==> config.mk <==
export PLATFORM = sky130hd
export DESIGN_NAME = wvf_colcheck
export DESIGN_NICKNAME = d
export VERILOG_FILES = /design/src/rtl/core/walkable_voxel_filter_assert.svh /design/src/rtl/core/wvf_pkg.sv /design/src/rtl/core/wvf_colcheck.sv
export SDC_FILE = /design/constraint.sdc
export NUM_CORES = 1
export LEC_CHECK = 0
export BUFFER_PORTS_ARGS = -buffer_cell sky130_fd_sc_hd__buf_4
export CAP_MARGIN = 15
export CELL_PAD_IN_SITES_DETAIL_PLACEMENT = 2
export CELL_PAD_IN_SITES_GLOBAL_PLACEMENT = 2
export CORE_MARGIN = 8
export CORE_UTILIZATION = 34
export DETAILED_ROUTE_END_ITERATION = 8
export PLACE_DENSITY_LB_ADDON = 0.1
export SLEW_MARGIN = 20
export SYNTH_ARGS = -nofsm -noshare
export SYNTH_HDL_FRONTEND = slang
export SYNTH_SLANG_ARGS = --single-unit
==> constraint.sdc <==
create_clock -name vclk -period 9.3
set_input_delay 1.86 -clock vclk [all_inputs]
set_output_delay 1.86 -clock vclk [all_outputs]
set_load 0.01 [all_outputs]
==> src/rtl/core/walkable_voxel_filter_assert.svh <==
// Assertion macros for the walkable voxel filter.
// Expects clk and rst_n in the scope of the including module.
`ifndef WALKABLE_VOXEL_FILTER_ASSERT_SVH
`define WALKABLE_VOXEL_FILTER_ASSERT_SVH

// same-cycle implication, inactive while reset is held
`define WVF_ASSERT_IMP(lbl, ante, cons, msg) \
  lbl: assert property (@(posedge clk) disable iff (!rst_n) (ante) |-> (cons)) \
    else $error(msg);

// next-cycle implication, inactive while reset is held
`define WVF_ASSERT_NXT(lbl, ante, cons, msg) \
  lbl: assert property (@(posedge clk) disable iff (!rst_n) (ante) |=> (cons)) \
    else $error(msg);

`endif

==> src/rtl/core/wvf_pkg.sv <==
// Shared types and constants of the walkable voxel filter.
// No dependencies; used by wvf_colcheck and walkable_voxel_filter.
package wvf_pkg;

  // fixed field widths of the ports
  localparam int unsigned XW       = 6;
  localparam int unsigned YW       = 5;
  localparam int unsigned ZW       = 6;
  localparam int unsigned CFG_IW   = 3;
  localparam int unsigned CFG_DW   = 7;
  // compare width for dimensions up to 2047
  localparam int unsigned CW       = 11;

  // configuration register indexes
  localparam logic [CFG_IW-1:0] CFG_WIDTH_USED    = 3'd0;
  localparam logic [CFG_IW-1:0] CFG_HEIGHT_USED   = 3'd1;
  localparam logic [CFG_IW-1:0] CFG_DEPTH_USED    = 3'd2;
  localparam logic [CFG_IW-1:0] CFG_HEIGHT_VOXELS = 3'd3;
  localparam logic [CFG_IW-1:0] CFG_RADIUS_VOXELS = 3'd4;

  // item modes
  localparam logic MODE_WRITE = 1'b0;
  localparam logic MODE_QUERY = 1'b1;

  typedef enum logic [2:0] {
    S_CLR,
    S_IDLE,
    S_WRRD,
    S_WRWB,
    S_CTR,
    S_CTREV,
    S_SCAN,
    S_DONE
  } wvf_state_t;

  // flags of one column at the query level and one level below
  typedef struct packed {
    logic floor_y;
    logic clear_y;
    logic clear_ym1;
  } col_flags_t;

endpackage

==> src/rtl/core/wvf_colcheck.sv <==
// Shared column test unit: floor and headroom flags of one column word.
// Depends on wvf_pkg for col_flags_t and field widths.
module wvf_colcheck #(
  parameter int unsigned GRID_HEIGHT = 32
) (
  input  logic [GRID_HEIGHT-1:0]   col,
  input  logic [wvf_pkg::YW-1:0]   lvl_y,
  input  logic [5:0]               hv,
  input  logic [wvf_pkg::CW-1:0]   eff_h,
  output wvf_pkg::col_flags_t      flags
);
  import wvf_pkg::*;

  // empty cell at lvl with a solid cell under it, inside the used height
  function automatic logic floor_at(input logic [GRID_HEIGHT-1:0] c, input int lvl,
                                    input int effh);
    logic f;
    f = 1'b0;
    for (int j = 1; j < GRID_HEIGHT; j++) begin
      if (j == lvl && j < effh && !c[j] && c[j-1]) begin
        f = 1'b1;
      end
    end
    return f;
  endfunction

  // any solid cell in lvl+1 .. lvl+height-1, stopping at the used height
  function automatic logic blocked_at(input logic [GRID_HEIGHT-1:0] c, input int lvl,
                                      input int h, input int effh);
    logic b;
    b = 1'b0;
    for (int j = 0; j < GRID_HEIGHT; j++) begin
      if (j > lvl && j < lvl + h && j < effh && c[j]) begin
        b = 1'b1;
      end
    end
    return b;
  endfunction

  int lvl0;
  int lvl1;
  int h_i;
  int effh_i;

  always_comb begin
    lvl0   = int'(lvl_y);
    lvl1   = lvl0 - 1;
    h_i    = int'(hv);
    effh_i = int'(eff_h);
    flags.floor_y   = floor_at(col, lvl0, effh_i);
    flags.clear_y   = flags.floor_y && !blocked_at(col, lvl0, h_i, effh_i);
    // level below only exists above the bottom row
    flags.clear_ym1 = (lvl_y != '0) && floor_at(col, lvl1, effh_i)
                      && !blocked_at(col, lvl1, h_i, effh_i);
  end

endmodule

# Word-level counts from Yosys, hierarchy flattened
# Cells that the tools add are included.
# word_totals
output_inout_bits,3
wordCells,760
inputBits,54
regBits,0
# classes
n_mux,125
order_cmp,158
n_eq_ne,62
add_sub_neg,3
n_reduce_logical,412
# ops
operator,n
$lt 6x32->1 const A,15
$logic_and 1x1->1,378
$lt 5x32->1 const A,8
$lt 5x11->1 const A,16
$lt 4x32->1 const A,4
$lt 6x8->1 const A,16
$mux 1,125
$eq 6x6->1 const A,16
$gt 6x6->1 const A,16
$lt 4x11->1 const A,8
$eq 5x5->1 const A,16
$gt 5x5->1 const A,16
$lt 3x32->1 const A,2
$lt 5x8->1 const A,8
$eq 5x6->1 const A,8
$gt 5x6->1 const A,8
$lt 3x11->1 const A,4
$eq 4x5->1 const A,8
$gt 4x5->1 const A,8
$logic_not 1->1,33
$lt 2x32->1 const A,1
$lt 4x8->1 const A,4
$eq 4x6->1 const A,4
$gt 4x6->1 const A,4
other kinds (21),34

# Depth between registers and ports, before layout
# logic_depth
depth_word,40
mapped_depth,18
mapped_depth_nobuf,14

# Least setup slack after synthesis
# OpenSTA, ideal clock, no wires.
# synth_path
kind,input to output
from,input lvl_y[0] in the netlist's numbering
to,output flags[0] in the netlist's numbering
t_arrival_ns,6.008
path_buffers,4
slack_ns,1.432
t_required_ns,7.440
stages,18
cell_sequence,buf_2 clkbuf_1 inv_1 ha_1 buf_2 xnor2_1 buf_2 clkinv_1 ha_1 and2b_4 o21a_1 o41ai_1 a221oi_2 or2_4 o32ai_2 a31oi_1 or4_1 a211oi_2
# synth_rtl
item,line,rtl
start: declaration,wvf_colcheck.sv:7,"input logic [wvf_pkg::YW-1:0] lvl_y,"
end: declaration,wvf_colcheck.sv:10,output wvf_pkg::col_flags_t flags

==> summary.md <==
| Metric | Value |
|---|---|
| Antenna viol nets, final | `0` |
| Multi-input logic area | `3990 um^2` |
| Total Die Area | `16400 um^2` |
| Area grow syn2layout | `11.2%` |
| PD cells | `68.6 nW/um^2` |
| Die height | `128 um` |
| Cell Rows | `just over 40` |
| Largest net degree at the start of global routing | `51` |
| Run status | `finished, final reports clean` |
| PortBufs | `57` |
| Finished Cell Area | `4750 um^2` |
| Final Max Slew Viols | `0` |
| Starting Density | `34.3%` |
| Critical path's slowest cell | `xnor2_1` |
| RSZ-0062 raised after global routing | `no` |
| Max Cap Viol | `0` |
| Sequential share of power | `0%` |
| Initial antenna violation count | `1` |
| Fmax | `between 0.1 and 0.15 GHz` |
| Final setup fails | `0` |
| Worst ir drop on vdd | `0.0328 mV` |
| Hold Crit Depth | `5` |
| CP Cell Sequence | `buf_4 -> inv_1 -> ha_1 -> xnor2_1 -> buf_4 -> clkinv_1 -> ha_1 -> or2_1 -> and2_1 -> xnor2_1 -> nand2_1 -> a222oi_1 -> o2111ai_1 -> or4_1 -> a211oi_2 -> buf_4` |
| Share of post-route cells with drive strength above 1 | `around 14%` |
| Slew HR | `34.0%` |
| Leakage | `roughly 1.7 nW` |
| Worst setup EP type | `output port` |
| Combinational share of power | `100.0%` |
| Die span in x | `128 um` |
| Period utilization | `about 90%` |
| CTS resizes | `0` |
| Mean post-synth cell area | `between 6 and 7 um^2` |
| CLK BUF | `0` |
| Post-CTS Hold Buffers | `0` |
| Synthesized area | `4270 um^2` |
| Slowest cell delay on critical path | `0.57 ns` |
| HP Start | `col[17]` |
| N_diodes | `0` |
| Non-filler cells, final | `852` |
| Placed Cells | `852` |
| WL final | `26400 um` |
| Cell mode on critical path | `buf_4` |
| Residual DRC | `0` |
| Slew @ Worst Pin | `~0.99 ns` |
| Vias in the first global route | `between 6000 and 7000` |
| Vias | `just over 6000` |
| Worst Path Required | `7.44 ns` |
| Post-CTS Setup Bufs | `0` |
| Hold WC Path Type | `in2out` |
| Sequential-to-total area share from yosys stat | `0%` |
| Commonest non-fill, non-tap cell in the layout | `buf_4` |
| Hpwl dp | `between 20000 and 25000 um` |
| Worst Hold Margin | `4.28 ns` |
| Setup total negative slack | `0 ns` |
| Hold Violations, Final | `0` |
| Vias per cell | `7.13` |
| Seq_cells | `0` |
| First-pass GRT wire length | `39700 um` |
| Layout fillers | `1567` |
| Power Total | `326 uW` |
| First DRT Iteration DRCs | `between 500 and 600` |
| Crit path kind | `in2out` |
| Clk pwr share | `0%` |
| Grt total ovfl | `0` |
| Io pins | `57` |
| Internal power | `106 uW` |
| Switching Share | `67.3%` |
| Total GRT Usage | `31.5%` |
| Critical path arrival | `6.50 ns` |
| CP Launch Type | `input pin` |
| Dpl cell area | `4750 um^2` |
| Final GP Congestion | `1.08` |
| Distinct cell type count after synthesis | `92` |
| Wire length per cell | `between 30 and 40 um` |
| Final #Nets | `757` |
| Crit path time final | `8.36 ns` |
| Max FO, Critical Path | `25` |
| Area of the core | `approximately 12000 um^2` |
| Fin util | `38.1%` |
| Final Worst Setup Slack | `roughly 0.94 ns` |
| Post-Syn Nets | `between 700 and 800` |
| Switching power | `between 200 and 250 uW` |
| Mapped Cells | `664` |
| Post-Place Worst Slack | `approximately 1.0 ns` |
| DRT Pass-1 Iters | `5` |
| Yosys warns | `0` |
| Most frequent cells in the layout | `buf_4, nand2_1, o21ai_0` |
| Hold endpoint | `flags[1]` |
| Register Area | `0 um^2` |
-- layer usage --
layer	track usage (%)	wire, um	up-vias
met3	4.08	1810	80
met1	41.0	11300	3043
met4	15.4	1510	2
met2	50.2	11800	289
met5	0	9	-
li1	-	-	2662
-- power by group through the flow --
| stage | sequential, mW | combinational [mW] | clock, mW |
|---|---|---|---|
| floorplan | 0 | 0.201 | 0 |
| global placement | 0 | 0.306 | 0 |
| detailed placement | 0 | 0.316 | 0 |
| CTS | 0 | 0.317 | 0 |
| global route | 0 | 0.346 | 0 |
| finish | 0 | 0.326 | 0 |
-- worst max-delay path by stage --
stage | end | slack [ns] | cells after the start | startpoint
detailed placement | flags[0] | 1.03 | 17 | lvl_y[0]
global route | flags[0] | 0.61 | 17 | lvl_y[0]
finish | flags[0] | 0.94 | 16 | lvl_y[0]
CTS | flags[0] | 1.01 | 17 | lvl_y[0]
floorplan | flags[0] | 1.43 | 18 | lvl_y[0]
global placement | flags[0] | 1.22 | 16 | lvl_y[0]
-- cell usage after synthesis (all sizes together) (5+ instances only) --
cell,n,area share [%]
buf,22,2.7
clkbuf,22,1.9
nand2b,11,1.6
or2,11,1.7
o21ai,53,6.3
xnor2,9,1.8
and2,8,1.2
nand2,59,5.4
nand4,21,3.1
a211oi,12,2.2
o31ai,7,1.2
xor2,5,1.0
a221oi,5,1.2
o22ai,14,2.0
ha,19,5.6
inv,25,2.2
nand3b,8,1.4
or3,6,0.88
a21oi,44,5.2
a21o,13,2.3
o311ai,6,1.2
o2111ai,8,1.6
nor2,43,3.8
mux2i,7,1.6
nor3,12,1.8
and3,8,1.2
a31oi,18,2.6
nand4b,10,2.0
a311oi,7,1.4
nor3b,5,1.0
o211ai,24,4.3
nand3,39,4.6
nor4,10,2.0
nor2b,12,1.8
o41ai,5,1.2
-- worst max-delay path, delay by kind of cell --
family                     cells  cell delay (ns)
buffers and inverters          5             1.15
xor gates and xnor gates       2             0.71
and+or+nand+nor                4             1.22
AOI/OAI and AO/OA              3             0.76
adders and majority gates      2             0.77
-- cell families after synthesis --
logic type / after synthesis / synth area share [%]
simple gates: 278 / 36.4
xor+xnor: 14 / 2.87
buf+inv: 71 / 6.97
mux: 8 / 1.90
fa+ha+maj: 21 / 6.50
compound gates: 272 / 45.3
-- layout make-up --
class              instances  area share (%)
well taps                172            4.53
multi-input cells        593            83.9
repair buffers            60            9.48
inverters                 27            2.13
Power figures use the tool's default switching activity.
